### src/hdl/perm_pkg.sv
// ----------------------------------------------------------------------------
// Packet error rate monitor package
// Shared widths, constants, sequencer states and the structs passed between
// the sequencer and the shared divider.
// ----------------------------------------------------------------------------
package perm_pkg;

  localparam int SeqW        = 16;
  localparam int CountW      = 8;
  localparam int DigitW      = 4;
  localparam int DigitFields = 4;
  localparam int ProdW       = 12;
  localparam int StepW       = 4;

  localparam logic [CountW-1:0] LimitReset  = 8'd99;
  localparam logic [ProdW-1:0]  DecimalBase = 12'd10;
  localparam logic [StepW-1:0]  IntSteps    = 4'd8;
  localparam logic [StepW-1:0]  DigitSteps  = 4'd4;

  localparam logic KindStart  = 1'b0;
  localparam logic KindReport = 1'b1;

  typedef enum logic [1:0] {
    CtrlIdle,
    CtrlInt,
    CtrlDig,
    CtrlDone
  } perm_state_e;

  // Request to the shared divider
  typedef struct packed {
    logic              start;
    logic [7:0]        divisor;
    logic [7:0]        init_rem;
    logic [7:0]        init_bits;
    logic [StepW-1:0]  steps;
  } div_cmd_t;

  // Answer from the shared divider
  typedef struct packed {
    logic       done;
    logic [7:0] quot;
    logic [7:0] rem;
  } div_rsp_t;

  typedef struct packed {
    logic              report_kind;
    logic [CountW-1:0] received_count;
    logic [CountW-1:0] total_span;
    logic [CountW-1:0] lost_count;
    logic [CountW-1:0] integer_part;
    logic [DigitW-1:0] tenths_digit;
    logic [DigitW-1:0] hundredths_digit;
    logic [DigitW-1:0] thousandths_digit;
    logic [DigitW-1:0] ten_thousandths_digit;
    logic              divide_error;
  } result_t;

endpackage

### src/hdl/perm_if.sv
// ----------------------------------------------------------------------------
// Packet error rate monitor channels
// Sequence number input, rate report output and window limit write channel.
// ----------------------------------------------------------------------------
interface perm_seq_if import perm_pkg::*; ();
  logic            valid;
  logic            ready;
  logic [SeqW-1:0] sequence_number;

  modport source (output valid, output sequence_number, input ready);
  modport sink   (input valid, input sequence_number, output ready);
endinterface

interface perm_rpt_if import perm_pkg::*; ();
  logic              valid;
  logic              ready;
  logic              report_kind;
  logic [CountW-1:0] received_count;
  logic [CountW-1:0] total_span;
  logic [CountW-1:0] lost_count;
  logic [CountW-1:0] integer_part;
  logic [DigitW-1:0] tenths_digit;
  logic [DigitW-1:0] hundredths_digit;
  logic [DigitW-1:0] thousandths_digit;
  logic [DigitW-1:0] ten_thousandths_digit;
  logic              divide_error;

  modport source (
    output valid, output report_kind, output received_count, output total_span,
    output lost_count, output integer_part, output tenths_digit,
    output hundredths_digit, output thousandths_digit,
    output ten_thousandths_digit, output divide_error, input ready
  );
  modport sink (
    input valid, input report_kind, input received_count, input total_span,
    input lost_count, input integer_part, input tenths_digit,
    input hundredths_digit, input thousandths_digit,
    input ten_thousandths_digit, input divide_error, output ready
  );
endinterface

interface perm_cfg_if import perm_pkg::*; ();
  logic              valid;
  logic              ready;
  logic [CountW-1:0] window_limit;

  modport source (output valid, output window_limit, input ready);
  modport sink   (input valid, input window_limit, output ready);
endinterface

### src/hdl/perm_div_unit.sv
// ----------------------------------------------------------------------------
// Shared restoring divider
// Produces one quotient bit per cycle from an 8-bit divisor, a starting
// partial remainder and a left-aligned bit field of the dividend.
// ----------------------------------------------------------------------------
module perm_div_unit import perm_pkg::*; (
  input  logic     clk_i,
  input  logic     rst_ni,
  input  div_cmd_t cmd_i,
  output div_rsp_t rsp_o
);

  logic             busy_q;
  logic             done_q;
  logic [StepW-1:0] steps_q;
  logic [7:0]       divisor_q;
  logic [7:0]       rem_q;
  logic [7:0]       bits_q;

  logic [8:0] trial;
  logic [8:0] diff;
  logic       fits;

  // Shift in the next dividend bit and try a subtract
  assign trial = {rem_q, bits_q[7]};
  assign diff  = trial - {1'b0, divisor_q};
  assign fits  = (trial >= {1'b0, divisor_q});

  // Step counter and completion pulse
  always_ff @(posedge clk_i or negedge rst_ni) begin
    if (!rst_ni) begin
      busy_q  <= 1'b0;
      done_q  <= 1'b0;
      steps_q <= '0;
    end else begin
      done_q <= 1'b0;
      if (cmd_i.start) begin
        busy_q  <= 1'b1;
        steps_q <= cmd_i.steps;
      end else if (busy_q) begin
        steps_q <= steps_q - 1'b1;
        if (steps_q == StepW'(1)) begin
          busy_q <= 1'b0;
          done_q <= 1'b1;
        end
      end
    end
  end

  // Partial remainder and quotient shift register
  always_ff @(posedge clk_i) begin
    if (cmd_i.start) begin
      divisor_q <= cmd_i.divisor;
      rem_q     <= cmd_i.init_rem;
      bits_q    <= cmd_i.init_bits;
    end else if (busy_q) begin
      rem_q  <= fits ? diff[7:0] : trial[7:0];
      bits_q <= {bits_q[6:0], fits};
    end
  end

  assign rsp_o.done = done_q;
  assign rsp_o.quot = bits_q;
  assign rsp_o.rem  = rem_q;

endmodule

### src/hdl/perm_ctrl.sv
// ----------------------------------------------------------------------------
// Packet error rate sequencer
// Tracks the measurement window, forms span and loss, and drives the shared
// divider through the integer part and the decimal fraction digits.
// ----------------------------------------------------------------------------
module perm_ctrl import perm_pkg::*; #(
  parameter int FRACTION_DIGITS = 4
) (
  input  logic              clk_i,
  input  logic              rst_ni,
  input  logic              in_valid_i,
  input  logic [SeqW-1:0]   sequence_number_i,
  output logic              in_ready_o,
  input  logic [CountW-1:0] window_limit_i,
  output logic              res_valid_o,
  output result_t           res_o,
  input  logic              res_ready_i,
  output div_cmd_t          div_cmd_o,
  input  div_rsp_t          div_rsp_i
);

  localparam int IdxW = (FRACTION_DIGITS > 1) ? $clog2(FRACTION_DIGITS) : 1;
  localparam logic [IdxW-1:0] LastIdx = IdxW'(FRACTION_DIGITS - 1);

  perm_state_e state_q, state_d;

  logic              in_window_q;
  logic [SeqW-1:0]   start_q;
  logic [CountW-1:0] count_q;
  logic [IdxW-1:0]   idx_q;

  logic              kind_q;
  logic [CountW-1:0] recv_q;
  logic [CountW-1:0] span_q;
  logic [CountW-1:0] lost_q;
  logic [CountW-1:0] int_q;
  logic [DigitW-1:0] digits_q [DigitFields];
  logic              err_q;

  logic              accept;
  logic [SeqW-1:0]   seq_dist;
  logic [CountW-1:0] count_inc;
  logic [CountW-1:0] span_calc;
  logic [CountW-1:0] lost_calc;
  logic              restart;
  logic [ProdW-1:0]  prod;

  // Window arithmetic for the incoming packet
  assign accept    = in_valid_i && (state_q == CtrlIdle);
  assign seq_dist  = sequence_number_i - start_q;
  assign count_inc = count_q + 1'b1;
  assign span_calc = seq_dist[CountW-1:0] + 1'b1;
  assign lost_calc = span_calc - count_inc;
  assign restart   = (sequence_number_i < start_q) ||
                     (seq_dist >= {{(SeqW-CountW){1'b0}}, window_limit_i});

  // Carry the remainder into the next decimal place
  assign prod = {4'b0, div_rsp_i.rem} * DecimalBase;

  // State register
  always_ff @(posedge clk_i or negedge rst_ni) begin
    if (!rst_ni) begin
      state_q <= CtrlIdle;
    end else begin
      state_q <= state_d;
    end
  end

  // Next state and divider requests
  always_comb begin
    state_d   = state_q;
    div_cmd_o = '0;
    div_cmd_o.divisor = span_q;
    unique case (state_q)
      CtrlIdle: begin
        if (in_valid_i) begin
          if (!in_window_q || (span_calc == '0)) begin
            state_d = CtrlDone;
          end else begin
            div_cmd_o.start     = 1'b1;
            div_cmd_o.divisor   = span_calc;
            div_cmd_o.init_rem  = '0;
            div_cmd_o.init_bits = lost_calc;
            div_cmd_o.steps     = IntSteps;
            state_d = CtrlInt;
          end
        end
      end
      CtrlInt, CtrlDig: begin
        if (div_rsp_i.done) begin
          if ((state_q == CtrlDig) && (idx_q == LastIdx)) begin
            state_d = CtrlDone;
          end else begin
            div_cmd_o.start     = 1'b1;
            div_cmd_o.init_rem  = prod[ProdW-1:4];
            div_cmd_o.init_bits = {prod[3:0], 4'b0};
            div_cmd_o.steps     = DigitSteps;
            state_d = CtrlDig;
          end
        end
      end
      CtrlDone: begin
        if (res_ready_i) begin
          state_d = CtrlIdle;
        end
      end
      default: state_d = CtrlIdle;
    endcase
  end

  // Window state and digit index
  always_ff @(posedge clk_i or negedge rst_ni) begin
    if (!rst_ni) begin
      in_window_q <= 1'b0;
      start_q     <= '0;
      count_q     <= '0;
      idx_q       <= '0;
    end else begin
      if (accept) begin
        idx_q <= '0;
        if (!in_window_q) begin
          in_window_q <= 1'b1;
          start_q     <= sequence_number_i;
          count_q     <= CountW'(1);
        end else begin
          count_q     <= count_inc;
          in_window_q <= !restart;
        end
      end else if ((state_q == CtrlDig) && div_rsp_i.done && (idx_q != LastIdx)) begin
        idx_q <= idx_q + 1'b1;
      end
    end
  end

  // Result fields
  always_ff @(posedge clk_i) begin
    if (accept) begin
      kind_q <= in_window_q ? KindReport : KindStart;
      recv_q <= in_window_q ? count_inc : CountW'(1);
      span_q <= in_window_q ? span_calc : '0;
      lost_q <= in_window_q ? lost_calc : '0;
      int_q  <= '0;
      err_q  <= in_window_q && (span_calc == '0);
      for (int k = 0; k < DigitFields; k++) begin
        digits_q[k] <= '0;
      end
    end else if (div_rsp_i.done) begin
      if (state_q == CtrlInt) begin
        int_q <= div_rsp_i.quot;
      end else if (state_q == CtrlDig) begin
        for (int k = 0; k < DigitFields; k++) begin
          if ((k < FRACTION_DIGITS) && (idx_q == IdxW'(k))) begin
            digits_q[k] <= div_rsp_i.quot[DigitW-1:0];
          end
        end
      end
    end
  end

  assign in_ready_o  = (state_q == CtrlIdle);
  assign res_valid_o = (state_q == CtrlDone);

  assign res_o.report_kind           = kind_q;
  assign res_o.received_count        = recv_q;
  assign res_o.total_span            = span_q;
  assign res_o.lost_count            = lost_q;
  assign res_o.integer_part          = int_q;
  assign res_o.tenths_digit          = digits_q[0];
  assign res_o.hundredths_digit      = digits_q[1];
  assign res_o.thousandths_digit     = digits_q[2];
  assign res_o.ten_thousandths_digit = digits_q[3];
  assign res_o.divide_error          = err_q;

endmodule

### src/hdl/packet_error_rate_monitor.sv
// ----------------------------------------------------------------------------
// Packet error rate monitor
// Counts received packets in a window of sequence numbers and reports the
// loss ratio as an integer part and decimal fraction digits.
// ----------------------------------------------------------------------------
// Usage:
//   seq_i  carries one sequence number per request. rpt_o returns exactly one
//   report per request: a window start report for the first packet of a
//   window, a rate report for every later one. cfg_i writes window_limit
//   and is always ready; write it only while no request is in flight.
//   The first packet of a window goes from accept straight to the done
//   state and then into the output register. For a rate report with nonzero
//   span one shared divider resolves 8 integer quotient bits, then 4 bits
//   per fraction digit, one bit per cycle. A zero span skips the divider
//   and goes straight to the done state with a divide error flagged.
//   seq_i.ready is low while a request is being worked on, so a new
//   request is not taken until the previous report has left the sequencer.
//   The output register holds a finished report while the sink stalls; the
//   next request is taken once that report sits in the register.
//   Reset clears the window (next packet opens a new one) and sets
//   window_limit to 99.
// ----------------------------------------------------------------------------
module packet_error_rate_monitor import perm_pkg::*; #(
  parameter int FRACTION_DIGITS = 4
) (
  input  logic       clk_i,
  input  logic       rst_ni,
  perm_seq_if.sink   seq_i,
  perm_rpt_if.source rpt_o,
  perm_cfg_if.sink   cfg_i
);

  logic [CountW-1:0] limit_q;
  logic              out_valid_q;
  result_t           out_q;

  logic     res_valid;
  logic     res_ready;
  result_t  res;
  div_cmd_t div_cmd;
  div_rsp_t div_rsp;

  // Window limit register
  assign cfg_i.ready = 1'b1;

  always_ff @(posedge clk_i or negedge rst_ni) begin
    if (!rst_ni) begin
      limit_q <= LimitReset;
    end else if (cfg_i.valid) begin
      limit_q <= cfg_i.window_limit;
    end
  end

  perm_ctrl #(
    .FRACTION_DIGITS (FRACTION_DIGITS)
  ) u_ctrl (
    .clk_i             (clk_i),
    .rst_ni            (rst_ni),
    .in_valid_i        (seq_i.valid),
    .sequence_number_i (seq_i.sequence_number),
    .in_ready_o        (seq_i.ready),
    .window_limit_i    (limit_q),
    .res_valid_o       (res_valid),
    .res_o             (res),
    .res_ready_i       (res_ready),
    .div_cmd_o         (div_cmd),
    .div_rsp_i         (div_rsp)
  );

  perm_div_unit u_div (
    .clk_i  (clk_i),
    .rst_ni (rst_ni),
    .cmd_i  (div_cmd),
    .rsp_o  (div_rsp)
  );

  // Output register: load a finished report when empty or draining
  assign res_ready = !out_valid_q || rpt_o.ready;

  always_ff @(posedge clk_i or negedge rst_ni) begin
    if (!rst_ni) begin
      out_valid_q <= 1'b0;
    end else if (res_ready) begin
      out_valid_q <= res_valid;
    end
  end

  always_ff @(posedge clk_i) begin
    if (res_ready && res_valid) begin
      out_q <= res;
    end
  end

  assign rpt_o.valid                 = out_valid_q;
  assign rpt_o.report_kind           = out_q.report_kind;
  assign rpt_o.received_count        = out_q.received_count;
  assign rpt_o.total_span            = out_q.total_span;
  assign rpt_o.lost_count            = out_q.lost_count;
  assign rpt_o.integer_part          = out_q.integer_part;
  assign rpt_o.tenths_digit          = out_q.tenths_digit;
  assign rpt_o.hundredths_digit      = out_q.hundredths_digit;
  assign rpt_o.thousandths_digit     = out_q.thousandths_digit;
  assign rpt_o.ten_thousandths_digit = out_q.ten_thousandths_digit;
  assign rpt_o.divide_error          = out_q.divide_error;

endmodule
### src/flat_wrapper.sv
// flat-port wrapper written by rule: the top's interface ports become plain ports
module packet_error_rate_monitor_flat import perm_pkg::*;
#(
  parameter int FRACTION_DIGITS = 4
)
  (clk_i, rst_ni, seq_i_valid, seq_i_sequence_number, seq_i_ready, rpt_o_valid, rpt_o_report_kind, rpt_o_received_count, rpt_o_total_span, rpt_o_lost_count, rpt_o_integer_part, rpt_o_tenths_digit, rpt_o_hundredths_digit, rpt_o_thousandths_digit, rpt_o_ten_thousandths_digit, rpt_o_divide_error, rpt_o_ready, cfg_i_valid, cfg_i_window_limit, cfg_i_ready);
  perm_seq_if seq_i_i ();
  perm_rpt_if rpt_o_i ();
  perm_cfg_if cfg_i_i ();
  input  logic clk_i;
  input  logic rst_ni;
  input wire logic [$bits(seq_i_i.valid)-1:0] seq_i_valid;
  input wire logic [$bits(seq_i_i.sequence_number)-1:0] seq_i_sequence_number;
  output wire logic [$bits(seq_i_i.ready)-1:0] seq_i_ready;
  output wire logic [$bits(rpt_o_i.valid)-1:0] rpt_o_valid;
  output wire logic [$bits(rpt_o_i.report_kind)-1:0] rpt_o_report_kind;
  output wire logic [$bits(rpt_o_i.received_count)-1:0] rpt_o_received_count;
  output wire logic [$bits(rpt_o_i.total_span)-1:0] rpt_o_total_span;
  output wire logic [$bits(rpt_o_i.lost_count)-1:0] rpt_o_lost_count;
  output wire logic [$bits(rpt_o_i.integer_part)-1:0] rpt_o_integer_part;
  output wire logic [$bits(rpt_o_i.tenths_digit)-1:0] rpt_o_tenths_digit;
  output wire logic [$bits(rpt_o_i.hundredths_digit)-1:0] rpt_o_hundredths_digit;
  output wire logic [$bits(rpt_o_i.thousandths_digit)-1:0] rpt_o_thousandths_digit;
  output wire logic [$bits(rpt_o_i.ten_thousandths_digit)-1:0] rpt_o_ten_thousandths_digit;
  output wire logic [$bits(rpt_o_i.divide_error)-1:0] rpt_o_divide_error;
  input wire logic [$bits(rpt_o_i.ready)-1:0] rpt_o_ready;
  input wire logic [$bits(cfg_i_i.valid)-1:0] cfg_i_valid;
  input wire logic [$bits(cfg_i_i.window_limit)-1:0] cfg_i_window_limit;
  output wire logic [$bits(cfg_i_i.ready)-1:0] cfg_i_ready;
  assign seq_i_i.valid = seq_i_valid;
  assign seq_i_i.sequence_number = seq_i_sequence_number;
  assign seq_i_ready = seq_i_i.ready;
  assign rpt_o_valid = rpt_o_i.valid;
  assign rpt_o_report_kind = rpt_o_i.report_kind;
  assign rpt_o_received_count = rpt_o_i.received_count;
  assign rpt_o_total_span = rpt_o_i.total_span;
  assign rpt_o_lost_count = rpt_o_i.lost_count;
  assign rpt_o_integer_part = rpt_o_i.integer_part;
  assign rpt_o_tenths_digit = rpt_o_i.tenths_digit;
  assign rpt_o_hundredths_digit = rpt_o_i.hundredths_digit;
  assign rpt_o_thousandths_digit = rpt_o_i.thousandths_digit;
  assign rpt_o_ten_thousandths_digit = rpt_o_i.ten_thousandths_digit;
  assign rpt_o_divide_error = rpt_o_i.divide_error;
  assign rpt_o_i.ready = rpt_o_ready;
  assign cfg_i_i.valid = cfg_i_valid;
  assign cfg_i_i.window_limit = cfg_i_window_limit;
  assign cfg_i_ready = cfg_i_i.ready;
  packet_error_rate_monitor #(.FRACTION_DIGITS(FRACTION_DIGITS)) u_core (.clk_i(clk_i), .rst_ni(rst_ni), .seq_i(seq_i_i), .rpt_o(rpt_o_i), .cfg_i(cfg_i_i));
endmodule
### config.mk
export PLATFORM = sky130hd
export DESIGN_NAME = packet_error_rate_monitor_flat
export DESIGN_NICKNAME = d
export VERILOG_FILES = /design/src/hdl/perm_pkg.sv /design/src/hdl/perm_if.sv /design/src/hdl/perm_div_unit.sv /design/src/hdl/perm_ctrl.sv /design/src/hdl/packet_error_rate_monitor.sv /design/src/flat_wrapper.sv
export SDC_FILE = /design/constraint.sdc
export NUM_CORES = 1
export LEC_CHECK = 0
export ABC_AREA = 1
export ABC_CLOCK_PERIOD_IN_PS = 10600
export BUFFER_PORTS_ARGS = -buffer_cell sky130_fd_sc_hd__clkbuf_2
export CAP_MARGIN = 20
export CORE_ASPECT_RATIO = 1.75
export CORE_MARGIN = 10
export CORE_UTILIZATION = 56
export CTS_CLUSTER_SIZE = 24
export DETAILED_ROUTE_END_ITERATION = 8
export GPL_ROUTABILITY_DRIVEN = 0
export PLACE_DENSITY = 0.76
export SYNTH_ARGS = -nofsm -noshare
export SYNTH_HDL_FRONTEND = slang
export SYNTH_SLANG_ARGS = --single-unit
### constraint.sdc
create_clock -name clk_i -period 10.6 [get_ports clk_i]
set_clock_uncertainty 0.2 [all_clocks]
set_input_delay 0.53 -clock clk_i [delete_from_list [all_inputs] [get_ports clk_i]]
set_output_delay 0.53 -clock clk_i [all_outputs]
set_load 0.005 [all_outputs]
==> metrics.log <==
[metrics] fin crit period: roughly 3.9 ns
[metrics] routed length per instance: 15.8 um
[metrics] sequential fraction of design power: around 33%
[metrics] root buf cell: clkbuf_16
[metrics] worst endpoint required time: between 10 and 15 ns
[metrics] share of cells above drive strength 1: 14.7%
[metrics] Detailed Route Iter0 Violations: around 350
[metrics] total overflow reported by the global router: 0
[metrics] setup repair after global routing missed its margin: no
[metrics] floorplan row count: 60
[metrics] combined global-route utilization of all metal layers: between 10% and 20%
[metrics] CTS clock-pin slew for the worst setup and hold paths: ~0.070 ns
[metrics] first-pass detailed-route iteration total: 5
[metrics] number of clock sinks seen by CTS: around 170
[metrics] DRC violations left: 0
[metrics] largest registers: u_core.u_ctrl.digits_q: 16 flops, u_core.u_ctrl.start_q: 16 flops
[metrics] proportion of total power due to net switching: ~43%
[metrics] TritonCTS Buffers: 17
[metrics] largest net degree at the start of global routing: 45
[metrics] Layout area overhead: 13.7%
[metrics] first-pass GRT wire length: 31000 um
[metrics] peak supply drop: approximately 0.00015 V
[metrics] die height: roughly 190 um
[metrics] final-report hold violation count: 0
[metrics] CP max FO: 29
[metrics] core area: about 15000 sq um
[metrics] Gates resized, CTS repair: 0
[metrics] DIE AREA: between 20000 and 25000 sq um
[metrics] leakage power: about 4.7 nW
[metrics] kind of launch point of the worst setup path: flip-flop
[metrics] power per standard cell area: 336 nW/um^2
[metrics] P_int: between 0.0015 and 0.002 W
[metrics] commonest non-fill, non-tap cell in the layout: nand2_1
[metrics] Syn Inst Count: between 900 and 1000
[metrics] vias in the first global route: approximately 6500
[metrics] Post-Route WL: approximately 19000 um
[metrics] sequential fraction of the synthesis area: a little over half
[metrics] Final HPWL DP: between 10000 and 15000 um
[metrics] relative max-transition margin: a little over two fifths
[metrics] Maximum Capacitance Violations: 0
[metrics] Tcrit/Tclk final: 37.0%
[metrics] number of antenna violations at the first check in global routing: 0
[metrics] net switching power of the design: 0.00145 W
[metrics] Worst Hold Class: primary input to flip-flop
[metrics] effective utilization at floorplan: about 57%
[metrics] largest buffer count on any clock path: 2
[metrics] number of distinct standard cells referenced by the synthesized netlist: 42
[metrics] overall die width: 115 um
[metrics] Post-Synthesis Mean Instance Area: 9.58 sq um
[metrics] utilization after layout: about 65%
[metrics] transition time at the pin with the least slew margin: a little under 0.9 ns
[metrics] quantity of I/O buffers inserted on ports: 80
[metrics] Clock Latency Late Sink: between 0.4 and 0.5 ns
[metrics] number of top-level pins: 82
[metrics] number of diodes: 0
[metrics] synthesized area: just under 9000 sq um
[metrics] depth of the CTS H-tree: 4
[metrics] detail-routed via count per cell: 5.42
[metrics] via count of the routed design: 6524
[metrics] ANT nets after route: 0
[metrics] status: completed
[metrics] number of nets in the layout: between 1000 and 1500
[metrics] crit path kind: flip-flop to flip-flop
[metrics] commonest cells after routing, fill and taps aside: nand2_1 (171), inv_1 (134), edfxtp_1 (116)
[metrics] critical path capture point type: flip-flop
[metrics] max-slew violation count: 0
[metrics] highest attainable clock frequency: between 0.2 and 0.3 GHz
[metrics] Setup TNS: 0 ns
[metrics] clock group share of total power: 18.6%
[metrics] Synthesized Nets: 1018
[metrics] Comb power frac: 48.4%
[metrics] data arrival time of the critical path: 3.87 ns
[metrics] TritonCTS clock tree: done
[metrics] final-report setup violation count: 0
[metrics] FF+latch count, synth: between 150 and 200
[metrics] yosys warns: 0
[synth_stat cells, drive strengths merged]
cell type  number  area (sq um)
a211oi          1          7.51
o21bai          1          7.51
mux2i           2          20.0
o31ai           4          30.0
nand3          59           338
inv           136           510
dfrtp          40          1000
nand2         184           723
o211ai          4          30.0
fa              4          80.1
nand3b          2          15.0
a21boi          1          7.51
dfxtp           8           160
ha             65           813
nor2          107           409
clkbuf         13          52.6
xor2           14           123
o22ai           5          31.3
mux2            5          56.3
edfxtp        116          3480
o21ai          59           295
nand4          16           115
a22o            1          8.76
o21a            1          7.51
conb            1          3.75
nor3            7          40.0
a21oi          47           235
a31oi           1          6.26
dfstp           4           105
xnor2           6          52.6
buf             6          48.8
[cells by family (layout without fill, tap and decap cells)]
kind of cell | after synthesis | in the layout | share of synthesized area, %
AOI/OAI and AO/OA | 125 | 125 | 7.56
xor gates and xnor gates | 20 | 20 | 1.99
adders and majority gates | 69 | 69 | 10.1
buffers and inverters | 155 | 253 | 6.94
DFF | 168 | 168 | 53.9
muxes | 7 | 7 | 0.866
other | 1 | 1 | 0.0425
and+or+nand+nor | 375 | 375 | 18.6
[power by group through the flow]
| stage | Sequential, W | Clock [W] | Combinational [W] |
|---|---|---|---|
| after floorplan | 0.00110 | 0 | 0.00119 |
| after global placement | 0.00112 | 0 | 0.00156 |
| after detailed placement | 0.00113 | 0 | 0.00160 |
| after CTS | 0.00111 | 0.000632 | 0.00162 |
| after global routing | 0.00114 | 0.000658 | 0.00185 |
| final | 0.00111 | 0.000626 | 0.00163 |
[stage by stage]
stage / hold WS [ns] / worst slack [ns] / instances / area [sq um] / power [W]
6_report: 0.0932 / 6.68 / 1204 / 10000 / 0.00337
5_1_grt: 0.119 / 6.45 / 1204 / 10000 / 0.00364
4_1_cts: 0.0908 / 6.72 / 1203 / 10000 / 0.00337
3_5_place_dp: 0.205 / 6.70 / 1170 / 9380 / 0.00273
3_3_place_gp: 0.200 / 6.76 / 1170 / 9380 / 0.00268
2_1_floorplan: 0.0344 / 6.89 / 920 / 8820 / 0.00229
[final timing paths]
path / from / end / slack, ns / cells after the start
setup / recovery: u_core.u_ctrl.state_q[0] / u_core.u_div.bits_q[4] / 6.68 / 8
hold / removal: cfg_i_window_limit[5] / u_core.limit_q[5] / 0.09 / 3
setup reg to reg: u_core.u_ctrl.state_q[0] / u_core.u_div.bits_q[4] / 6.68 / 8
hold reg to reg: u_core.u_ctrl.digits_q[3][1] / u_core.rpt_o.ten_thousandths_digit[1] / 0.22 / 0
max in group asynchronous: rst_ni / u_core.u_div.busy_q / 9.28 / 3
min in group asynchronous: rst_ni / u_core.u_ctrl.start_q[6] / 0.51 / 3
[cell type report]
type	instances	area, sq um
clock buffers	17	425
repair buffers	85	460
flip-flops and latches	168	4750
multi-input cells	597	3470
inverters	136	510
fillers	1210	5370
well taps	186	233
clock inverters	15	178
[layer usage]
layer	GRT usage, %	up-vias	routed length (um)	part of all wire (%)
met5	0	-	0	0
met4	10.1	0	768	4.0
met3	3.84	52	891	4.7
li1	-	3236	-	-
met2	35.0	201	10700	56
met1	17.3	3035	6650	35
[worst max-delay path: stages (launching register included)]
cell     delay [ns]
dfrtp_1        0.42
inv_1          0.14
ha_1           0.22
nand2_1        0.43
inv_1          0.84
buf_4          0.42
nand4_4        0.35
nand2_2        0.48
o22ai_1        0.12
[what timing repair did]
action	CTS	global route
hold buffers	1	0
setup buffers	0	0
endpoints found under the hold margin	7	0
No activity file was read; power rests on OpenSTA's default activity.
